## config.mk

```make
export PLATFORM = sky130hd
export DESIGN_NAME = radix_digit_converter
export DESIGN_NICKNAME = d
export VERILOG_FILES = /design/src/rtl/rdc_pkg.sv /design/src/rtl/rdc_store.sv /design/src/rtl/radix_digit_converter.sv
export SDC_FILE = /design/constraint.sdc
export NUM_CORES = 1
export LEC_CHECK = 0
export ABC_AREA = 0
export BUFFER_PORTS_ARGS = -buffer_cell sky130_fd_sc_hd__buf_2
export CORE_MARGIN = 8
export CORE_UTILIZATION = 65
export CTS_CLUSTER_DIAMETER = 50
export CTS_CLUSTER_SIZE = 24
export DETAILED_ROUTE_END_ITERATION = 6
export GPL_TIMING_DRIVEN = 0
export MAX_ROUTING_LAYER = met4
export PLACE_DENSITY_LB_ADDON = 0.3
export SLEW_MARGIN = 0
export SYNTH_ARGS = -nofsm -noshare
export SYNTH_HDL_FRONTEND = slang
export SYNTH_SLANG_ARGS = --single-unit
```

## constraint.sdc

```tcl
create_clock -name clk -period 13.65 [get_ports clk]
set_input_delay 0.6825 -clock clk [delete_from_list [all_inputs] [get_ports clk]]
set_output_delay 0.6825 -clock clk [all_outputs]
set_load 0.01 [all_outputs]
```

## src/rtl/rdc_pkg.sv

```systemverilog
package rdc_pkg;

	localparam int INT_BITS_DEF   = 32;
	localparam int FRAC_BITS_DEF  = 32;
	localparam int MAX_DIGITS_DEF = 64;

	localparam int FIELD_W     = 32;
	localparam int RADIX_W     = 6;
	localparam int LIMIT_W     = 7;
	localparam int DIGIT_W     = 6;
	localparam int CHAR_W      = 7;
	localparam int CNT_W       = 7;
	localparam int CFG_INDEX_W = 2;
	localparam int CFG_DATA_W  = 7;

	localparam logic [CFG_INDEX_W-1:0] REG_RADIX       = 2'd0;
	localparam logic [CFG_INDEX_W-1:0] REG_DIGIT_LIMIT = 2'd1;

	localparam logic [RADIX_W-1:0] RADIX_MIN   = 6'd2;
	localparam logic [RADIX_W-1:0] RADIX_MAX   = 6'd36;
	localparam logic [RADIX_W-1:0] RADIX_RESET = 6'd2;
	localparam logic [LIMIT_W-1:0] LIMIT_MIN   = 7'd1;
	localparam logic [LIMIT_W-1:0] LIMIT_RESET = 7'd16;

	localparam logic [CHAR_W-1:0]  ASCII_ZERO = 7'h30;
	localparam logic [CHAR_W-1:0]  ASCII_A    = 7'h41;
	localparam logic [DIGIT_W-1:0] DEC_DIGITS = 6'd10;

	typedef struct packed {
		logic [FIELD_W-1:0] integer_part;
		logic [FIELD_W-1:0] fraction_part;
	} item_t;

	typedef struct packed {
		logic [CHAR_W-1:0] digit_char;
		logic              is_fraction;
		logic [CNT_W-1:0]  fraction_count;
		logic              last;
	} digit_t;

	function automatic logic [CHAR_W-1:0] digit_ascii(input logic [DIGIT_W-1:0] d);
		logic [CHAR_W-1:0] dx;
		dx = CHAR_W'(d);
		if (d >= DEC_DIGITS) begin
			digit_ascii = dx - CHAR_W'(DEC_DIGITS) + ASCII_A;
		end else begin
			digit_ascii = dx + ASCII_ZERO;
		end
	endfunction

endpackage

```

## src/rtl/rdc_store.sv

```systemverilog
module rdc_store #(
	parameter int DEPTH = rdc_pkg::MAX_DIGITS_DEF,
	parameter int AW    = $clog2(DEPTH)
) (
	input  logic                        clk,
	input  logic                        we,
	input  logic [AW-1:0]               waddr,
	input  logic [rdc_pkg::DIGIT_W-1:0] wdata,
	input  logic                        re,
	input  logic [AW-1:0]               raddr,
	output logic [rdc_pkg::DIGIT_W-1:0] rdata
);
	import rdc_pkg::*;

	logic [DIGIT_W-1:0] mem_q [DEPTH];
	logic [DIGIT_W-1:0] rdata_q;

	always_ff @(posedge clk) begin
		if (we) begin
			mem_q[waddr] <= wdata;
		end
	end

	always_ff @(posedge clk) begin
		if (re) begin
			rdata_q <= mem_q[raddr];
		end
	end

	assign rdata = rdata_q;

endmodule

```

## src/rtl/radix_digit_converter.sv

```systemverilog
// Channel  Direction  Handshake                 Payload
// item     in         item_valid / item_stall   rdc_pkg::item_t  (integer_part, fraction_part)
// digit    out        digit_valid / digit_stall rdc_pkg::digit_t (one ASCII digit per request)
// cfg      in         cfg_valid / cfg_ready     cfg_index, cfg_data (0 radix, 1 digit_limit)
//
// Integer digits come from the bit-serial divider by the radix; a zero integer part gives a single 0 digit.
// Each fraction digit comes from the radix multiplier in ST_FRAC; a final ST_FRAC step ends the fraction.
// Each emitted digit is read from the registered digit store (ST_EMIT_RD, then ST_EMIT_OUT), plus stalls.
// One item at a time: item_stall is high from acceptance until its last digit is taken.
// arst_n clears the sequencer and loads radix 2 and digit limit 16; cfg_ready is always high.
module radix_digit_converter #(
	parameter int INT_BITS   = rdc_pkg::INT_BITS_DEF,
	parameter int FRAC_BITS  = rdc_pkg::FRAC_BITS_DEF,
	parameter int MAX_DIGITS = rdc_pkg::MAX_DIGITS_DEF
) (
	input  logic                            clk,
	input  logic                            arst_n,
	input  logic                            item_valid,
	output logic                            item_stall,
	input  rdc_pkg::item_t                  item,
	output logic                            digit_valid,
	input  logic                            digit_stall,
	output rdc_pkg::digit_t                 digit,
	input  logic                            cfg_valid,
	output logic                            cfg_ready,
	input  logic [rdc_pkg::CFG_INDEX_W-1:0] cfg_index,
	input  logic [rdc_pkg::CFG_DATA_W-1:0]  cfg_data
);
	import rdc_pkg::*;

	localparam int DEPTH = (INT_BITS > MAX_DIGITS) ? INT_BITS : MAX_DIGITS;
	localparam int AW    = $clog2(DEPTH);
	localparam int BW    = $clog2(INT_BITS);
	localparam int PW    = FRAC_BITS + RADIX_W;

	typedef enum logic [5:0] {
		ST_IDLE     = 6'b000001,
		ST_INT_CHK  = 6'b000010,
		ST_DIV      = 6'b000100,
		ST_FRAC     = 6'b001000,
		ST_EMIT_RD  = 6'b010000,
		ST_EMIT_OUT = 6'b100000
	} state_t;

	state_t state_q;

	logic [RADIX_W-1:0]   radix_q;
	logic [LIMIT_W-1:0]   digit_limit_q;
	logic [INT_BITS-1:0]  quot_q;
	logic [FRAC_BITS-1:0] frac_q;
	logic [DIGIT_W-1:0]   rem_q;
	logic [BW-1:0]        bit_q;
	logic [CNT_W-1:0]     int_cnt_q;
	logic [CNT_W-1:0]     frac_cnt_q;
	logic [CNT_W-1:0]     keep_q;
	logic [CNT_W-1:0]     emit_q;
	logic                 is_frac_q;
	logic                 last_q;

	logic [RADIX_W-1:0]   radix_c;
	logic [LIMIT_W-1:0]   limit_c;
	logic [CNT_W-1:0]     budget;
	logic [CNT_W-1:0]     total;
	logic [FIELD_W+INT_BITS-1:0]  int_ext;
	logic [FIELD_W+FRAC_BITS-1:0] frac_ext;
	logic [DIGIT_W:0]     rem_sh;
	logic                 rem_ge;
	logic [DIGIT_W:0]     rem_nx;
	logic [INT_BITS-1:0]  quot_nx;
	logic [PW-1:0]        prod;
	logic [DIGIT_W-1:0]   frac_digit;
	logic                 div_done;
	logic                 frac_done;
	logic                 item_take;
	logic                 digit_take;
	logic [CNT_W-1:0]     emit_addr;

	logic                 st_we;
	logic [AW-1:0]        st_waddr;
	logic [DIGIT_W-1:0]   st_wdata;
	logic                 st_re;
	logic [DIGIT_W-1:0]   st_rdata;

	assign cfg_ready  = 1'b1;
	assign item_stall = (state_q != ST_IDLE);
	assign item_take  = item_valid && !item_stall;
	assign digit_valid = (state_q == ST_EMIT_OUT);
	assign digit_take  = digit_valid && !digit_stall;

	always_comb begin
		priority if (radix_q < RADIX_MIN) begin
			radix_c = RADIX_MIN;
		end else if (radix_q > RADIX_MAX) begin
			radix_c = RADIX_MAX;
		end else begin
			radix_c = radix_q;
		end
		priority if (digit_limit_q < LIMIT_MIN) begin
			limit_c = LIMIT_MIN;
		end else if (digit_limit_q > LIMIT_W'(MAX_DIGITS)) begin
			limit_c = LIMIT_W'(MAX_DIGITS);
		end else begin
			limit_c = digit_limit_q;
		end
	end

	assign budget = (CNT_W'(limit_c) > int_cnt_q) ? CNT_W'(limit_c) - int_cnt_q : '0;
	assign total  = int_cnt_q + keep_q;

	assign int_ext  = {{INT_BITS{1'b0}}, item.integer_part};
	assign frac_ext = {{FRAC_BITS{1'b0}}, item.fraction_part};

	assign rem_sh   = {rem_q, quot_q[INT_BITS-1]};
	assign rem_ge   = rem_sh >= {1'b0, radix_c};
	assign rem_nx   = rem_ge ? rem_sh - {1'b0, radix_c} : rem_sh;
	assign quot_nx  = {quot_q[INT_BITS-2:0], rem_ge};
	assign div_done = (bit_q == BW'(INT_BITS - 1));

	assign prod       = PW'(frac_q) * PW'(radix_c);
	assign frac_digit = prod[FRAC_BITS +: DIGIT_W];
	assign frac_done  = (frac_cnt_q == budget) || (frac_q == '0);

	assign emit_addr = (emit_q < int_cnt_q) ? int_cnt_q - CNT_W'(1) - emit_q : emit_q;

	always_comb begin
		st_we    = 1'b0;
		st_waddr = '0;
		st_wdata = '0;
		unique case (state_q)
			ST_INT_CHK: begin
				st_we = (quot_q == '0) && (int_cnt_q == '0);
			end
			ST_DIV: begin
				st_we    = div_done;
				st_waddr = int_cnt_q[AW-1:0];
				st_wdata = rem_nx[DIGIT_W-1:0];
			end
			ST_FRAC: begin
				st_we    = !frac_done;
				st_waddr = AW'(int_cnt_q + frac_cnt_q);
				st_wdata = frac_digit;
			end
			default: begin
			end
		endcase
	end

	assign st_re = (state_q == ST_EMIT_RD);

	rdc_store #(
		.DEPTH (DEPTH),
		.AW    (AW)
	) u_store (
		.clk   (clk),
		.we    (st_we),
		.waddr (st_waddr),
		.wdata (st_wdata),
		.re    (st_re),
		.raddr (emit_addr[AW-1:0]),
		.rdata (st_rdata)
	);

	always_ff @(posedge clk or negedge arst_n) begin
		if (!arst_n) begin
			radix_q       <= RADIX_RESET;
			digit_limit_q <= LIMIT_RESET;
		end else if (cfg_valid && cfg_ready) begin
			if (cfg_index == REG_RADIX) begin
				radix_q <= cfg_data[RADIX_W-1:0];
			end else if (cfg_index == REG_DIGIT_LIMIT) begin
				digit_limit_q <= cfg_data[LIMIT_W-1:0];
			end
		end
	end

	always_ff @(posedge clk or negedge arst_n) begin
		if (!arst_n) begin
			state_q    <= ST_IDLE;
			quot_q     <= '0;
			frac_q     <= '0;
			int_cnt_q  <= '0;
			frac_cnt_q <= '0;
			keep_q     <= '0;
			emit_q     <= '0;
			bit_q      <= '0;
			is_frac_q  <= 1'b0;
			last_q     <= 1'b0;
		end else begin
			unique case (state_q)
				ST_IDLE: begin
					if (item_take) begin
						quot_q     <= int_ext[INT_BITS-1:0];
						frac_q     <= frac_ext[FRAC_BITS-1:0];
						int_cnt_q  <= '0;
						frac_cnt_q <= '0;
						keep_q     <= '0;
						state_q    <= ST_INT_CHK;
					end
				end
				ST_INT_CHK: begin
					if (quot_q == '0) begin
						if (int_cnt_q == '0) begin
							int_cnt_q <= CNT_W'(1);
						end
						state_q <= ST_FRAC;
					end else begin
						bit_q   <= '0;
						state_q <= ST_DIV;
					end
				end
				ST_DIV: begin
					quot_q <= quot_nx;
					bit_q  <= bit_q + BW'(1);
					if (div_done) begin
						int_cnt_q <= int_cnt_q + CNT_W'(1);
						state_q   <= ST_INT_CHK;
					end
				end
				ST_FRAC: begin
					if (frac_done) begin
						emit_q  <= '0;
						state_q <= ST_EMIT_RD;
					end else begin
						frac_q     <= prod[FRAC_BITS-1:0];
						frac_cnt_q <= frac_cnt_q + CNT_W'(1);
						if (frac_digit != '0) begin
							keep_q <= frac_cnt_q + CNT_W'(1);
						end
					end
				end
				ST_EMIT_RD: begin
					is_frac_q <= (emit_q >= int_cnt_q);
					last_q    <= (emit_q + CNT_W'(1) == total);
					state_q   <= ST_EMIT_OUT;
				end
				ST_EMIT_OUT: begin
					if (digit_take) begin
						if (last_q) begin
							state_q <= ST_IDLE;
						end else begin
							emit_q  <= emit_q + CNT_W'(1);
							state_q <= ST_EMIT_RD;
						end
					end
				end
				default: begin
					state_q <= ST_IDLE;
				end
			endcase
		end
	end

	always_ff @(posedge clk) begin
		if (state_q == ST_INT_CHK && quot_q != '0) begin
			rem_q <= '0;
		end else if (state_q == ST_DIV) begin
			rem_q <= rem_nx[DIGIT_W-1:0];
		end
	end

	always_comb begin
		digit.digit_char     = digit_ascii(st_rdata);
		digit.is_fraction    = is_frac_q;
		digit.fraction_count = last_q ? keep_q : '0;
		digit.last           = last_q;
	end

endmodule
```

==> impl_summary.md <==
Global route
The wire length of the first global-routing pass is 129000 um. The maximum number of pins on one net before global-route repair is 82. The via count of the first global-routing pass is 23700.

The initial antenna violation count is 4. Global routing consumed, over all layers together, 31.9% of the routing resources. After global routing the overflow that remains totals 0.

Place
OpenSTA, run right after detailed placement, puts the worst setup slack at 6.18 ns. After detailed placement, the total cell area comes to 31400 um2. The number of placed instances, taps included is 3456. The HPWL after detailed placement is 60000 um. The placer's final routability congestion estimate is 0.928. Input and output buffers added on the ports amount to 95.

STA
The final setup violation count is 0. The normalized max-slew margin is 12.4%. The smallest clock period supported by the final layout is computed as 7.52 ns. The worst slack on hold paths is 0.0109 ns.

Setup slack closes at 6.13 ns. The peak clock frequency supported by timing is 133 MHz. The hold violation count in the final report is 0.

Setup repair after global routing left no endpoint under its margin. The number of max-slew violations in the final report was 0. The final critical-path share of the clock period is 55.1%. Summed over all failing endpoints, the final setup total negative slack is 0 ns. For the final database, setup skew stands at 0.0588 ns.

The slew at the pin closest to its max-slew limit is 1.31 ns.

Synth
The number of nets in the synthesized netlist is 3046. For this run, asynchronously set or reset flops after synthesis account for 23.0%. In this run the cell area of the synthesized design comes to 29800 um2.

The most frequently used flop master after synthesis is sky130_fd_sc_hd__edfxtp_1. The flop and latch count out of synthesis is 514. By instance count, the leading cell after synthesis is sky130_fd_sc_hd__edfxtp_1.

The average cell area after synthesis is 10.8 um2. After synthesis, flip-flops and latches occupy 49.6% of the total area. The biggest area contributor in the post-synthesis netlist is sky130_fd_sc_hd__edfxtp_1. The count of mapped cells out of synthesis is 2751. The synthesized design contains 390 enable-type register cells. By area the synthesized netlist is led by sky130_fd_sc_hd__edfxtp_1 39%, sky130_fd_sc_hd__dfrtp_1 9.6%, sky130_fd_sc_hd__fa_1 8.5%.

The count of different cell masters after synthesis is 79. The proportion of netlist area held by the largest area contributor is 39.3%. By count the netlist is led by 390 x sky130_fd_sc_hd__edfxtp_1, 369 x sky130_fd_sc_hd__nand2_1, 196 x sky130_fd_sc_hd__inv_1. The yosys synthesis warning count is 0.

Worst setup path
The most critical setup path has its startpoint at radix_q[3]$_DFFE_PN0P_. Measured in cells, the most critical reg-to-reg path has a length of 23. The worst register-to-register path ends at keep_q[6]$_DFFE_PN0P_. The biggest fanout along the worst timing path is 10.

The critical path in this run is classified as reg2reg. The startpoint type of the worst setup path is a flip-flop. For the worst setup path, the data arrival time is 7.97 ns. The endpoint type of the worst setup path is a flip-flop. The worst register-to-register path has a setup slack of 6.13 ns. Data on the critical path is required at its endpoint by 14.10 ns. The critical register-to-register path startpoint is radix_q[3]$_DFFE_PN0P_.

Floorplanning
The die span in y is 230 um. From left edge to right edge, the die measures 230 um. The number of cell rows is 78.

The die area is 53000 um2. The core region is 45400 um2. Once the floorplan was initialized, standard cells occupied 65.7% of the core.

The number of ports placed on the die boundary is 97.

Clock tree
The clock root buffer is sky130_fd_sc_hd__clkbuf_16. The post-cts gate resize count is 0. The clock-pin transition on the worst setup and hold timing paths is 0.07 ns. TritonCTS built the clock tree. The maximum number of buffers from clock root to sink is 3.

In this run the post-CTS setup repair buffer count came out at 0. In this run, post-CTS hold repair placed 0 buffers. The maximum level of the CTS H-tree is 2. The TritonCTS buffer count is 44.

The TritonCTS sink count is 514. Clock latency on the worst-skew pair, taken at its later pin, is 0.62 ns.

Route
The wire length on met1 is 30200 um. The wire length after detailed routing is 82900 um. The total met3 wirelength after detailed routing is 7830 um. The top layer used by detailed routing is met4. The detailed-router iteration count before antenna repair is 6. The detailed-route DRC error count is 0. The routed layout has 22700 vias. The number of design-rule violations left by the first detailed-router iteration is 2439. Once detail routing completed, the nets flagged for antenna violations numbered 0. After detailed routing, the average wire length per cell comes to 23.4 um.

In the routed layout, each cell is associated on average with a via count of 6.40. The sum of met2 wire segment lengths after detailed routing is 40200 um.

Power
The worst voltage drop across the vdd grid is 346 uV. Sequential cells account for 25.3% of the total power. The share of power burned in combinational logic is 57.6%. The completed layout was analyzed and its total power is 7.91 mW. For this design the ratio of total power to cell area is 240 nW/um2.

The internal power of the cells totals 4.25 mW. The switching share of power is 46.3%. The leakage power figure is 13.4 nW. The switching power of the nets is 3.66 mW. The clock network power share is 17.1%.

Outcome
The run finished with clean final reports.

Layout
The number of nets in the layout is 3197. The area of all placed cells without fillers is 33000 um2. After the flow finishes, the layout carries non-filler instances totaling 3542. The area growth from synthesis to layout is 10.5%. After filler insertion, the fill cell instance count of the layout stands at 3083. The final core utilization is 72.6%. The fraction of layout instances using a drive strength above 1 is 9.26%.

Run
The max-capacitance violation count is 0.

Min path
The type of the worst min-delay path is in2async.
[layer usage]
metal / vias up / GRT usage (%)
li1: 10000 / -
met1: 11000 / 37.2
met2: 1316 / 52.1
met3: 321 / 6.78
met4: 0 / 16.1
met5: - / -
[cell families after synthesis]
kind of cell,count (synthesis),share of synthesized area (%)
AO/OA/AOI/OAI,457,10.3
XOR/XNOR,76,2.32
adder cells (fa/ha/maj),217,12.3
buffers and inverters,343,4.49
flip-flops,514,49.6
multiplexers,120,4.14
other,1,0.0126
AND/OR/NAND/NOR,1023,16.9
[placed cells by master, fill, tap and decap left out, types with 29 or more instances in the layout]
cell type	n
sky130_fd_sc_hd__edfxtp_1	390
sky130_fd_sc_hd__nand2_1	369
sky130_fd_sc_hd__inv_1	196
sky130_fd_sc_hd__and2_1	164
sky130_fd_sc_hd__nor2_1	162
sky130_fd_sc_hd__fa_1	126
sky130_fd_sc_hd__buf_2	125
sky130_fd_sc_hd__dfrtp_1	115
sky130_fd_sc_hd__clkbuf_1	109
sky130_fd_sc_hd__o21ai_0	102
sky130_fd_sc_hd__a21oi_1	94
sky130_fd_sc_hd__mux2i_1	94
sky130_fd_sc_hd__nand3_1	92
sky130_fd_sc_hd__ha_1	91
sky130_fd_sc_hd__xnor2_1	48
sky130_fd_sc_hd__a32oi_1	48
sky130_fd_sc_hd__nor2b_1	47
sky130_fd_sc_hd__a211oi_1	46
sky130_fd_sc_hd__clkbuf_16	46
sky130_fd_sc_hd__nor3b_1	41
sky130_fd_sc_hd__nand4_1	38
sky130_fd_sc_hd__a21o_1	36
sky130_fd_sc_hd__and3_1	29
[how the worst max path moves through the flow]
stage                                     endpoint  depth (start not counted)
floorplan            u_store.mem_q[0][1]$_DFFE_PP_                         21
detailed placement           keep_q[5]$_DFFE_PN0P_                         23
global route                 keep_q[6]$_DFFE_PN0P_                         23
global placement    u_store.mem_q[17][1]$_DFFE_PP_                         20
CTS                          keep_q[6]$_DFFE_PN0P_                         23
finish                       keep_q[6]$_DFFE_PN0P_                         23
[layout make-up]
cell class,instances,area [um2],share of cell area (%)
Sequential cell,514,14800,44.9
Inverter,197,739,2.24
Clock buffer,49,1160,3.53
Multi-Input combinational cell,1894,13800,41.8
Tap cell,600,751,2.28
Timing Repair Buffer,105,734,2.23
Clock inverter,33,410,1.24
Antenna cell,4,10.0,0.0304
Buffer,146,599,1.82
[registers in the layout, summed over array words and instances (netlist names)]
| signal | cells |
|---|---|
| bit_q | 5 |
| digit_limit_q | 7 |
| emit_q | 7 |
| frac_cnt_q | 7 |
| frac_q | 32 |
| int_cnt_q | 7 |
| is_frac_q | 1 |
| keep_q | 7 |
| last_q | 1 |
| quot_q | 32 |
| radix_q | 6 |
| rem_q | 6 |
| state_q | 6 |
| u_store.mem_q | 384 |
| u_store.rdata | 6 |
[power groups by stage]
stage | Clock [mW] | Combinational, mW | Sequential (mW)
after global placement | 0 | 4.28 | 2.03
final | 1.35 | 4.56 | 2.00
after global routing | 1.41 | 5.07 | 2.01
after CTS | 1.35 | 4.51 | 1.99
after floorplan | 0 | 3.27 | 1.96
after detailed placement | 0 | 4.45 | 2.02
[critical path, stage by stage (launching register included)]
cell                       delay (ns)
sky130_fd_sc_hd__dfrtp_1         0.38
sky130_fd_sc_hd__or2_2           0.33
sky130_fd_sc_hd__o21ai_0         0.25
sky130_fd_sc_hd__nand2_1         0.09
sky130_fd_sc_hd__a21oi_1         0.53
sky130_fd_sc_hd__clkbuf_1        0.43
sky130_fd_sc_hd__and2_1          0.24
sky130_fd_sc_hd__fa_1            0.44
sky130_fd_sc_hd__fa_1            0.56
sky130_fd_sc_hd__inv_1           0.05
sky130_fd_sc_hd__fa_1            0.48
sky130_fd_sc_hd__inv_1           0.05
sky130_fd_sc_hd__ha_1            0.26
sky130_fd_sc_hd__clkbuf_1        0.19
sky130_fd_sc_hd__a21oi_1         0.25
sky130_fd_sc_hd__o211ai_1        0.12
sky130_fd_sc_hd__a221oi_1        0.52
sky130_fd_sc_hd__o31a_1          0.35
sky130_fd_sc_hd__nor2b_1         0.24
sky130_fd_sc_hd__o21ai_1         0.10
sky130_fd_sc_hd__xnor2_1         0.42
sky130_fd_sc_hd__nand4_1         0.25
sky130_fd_sc_hd__o31ai_4         0.49
sky130_fd_sc_hd__mux2_2          0.39
(Power assumes the default switching activity.)
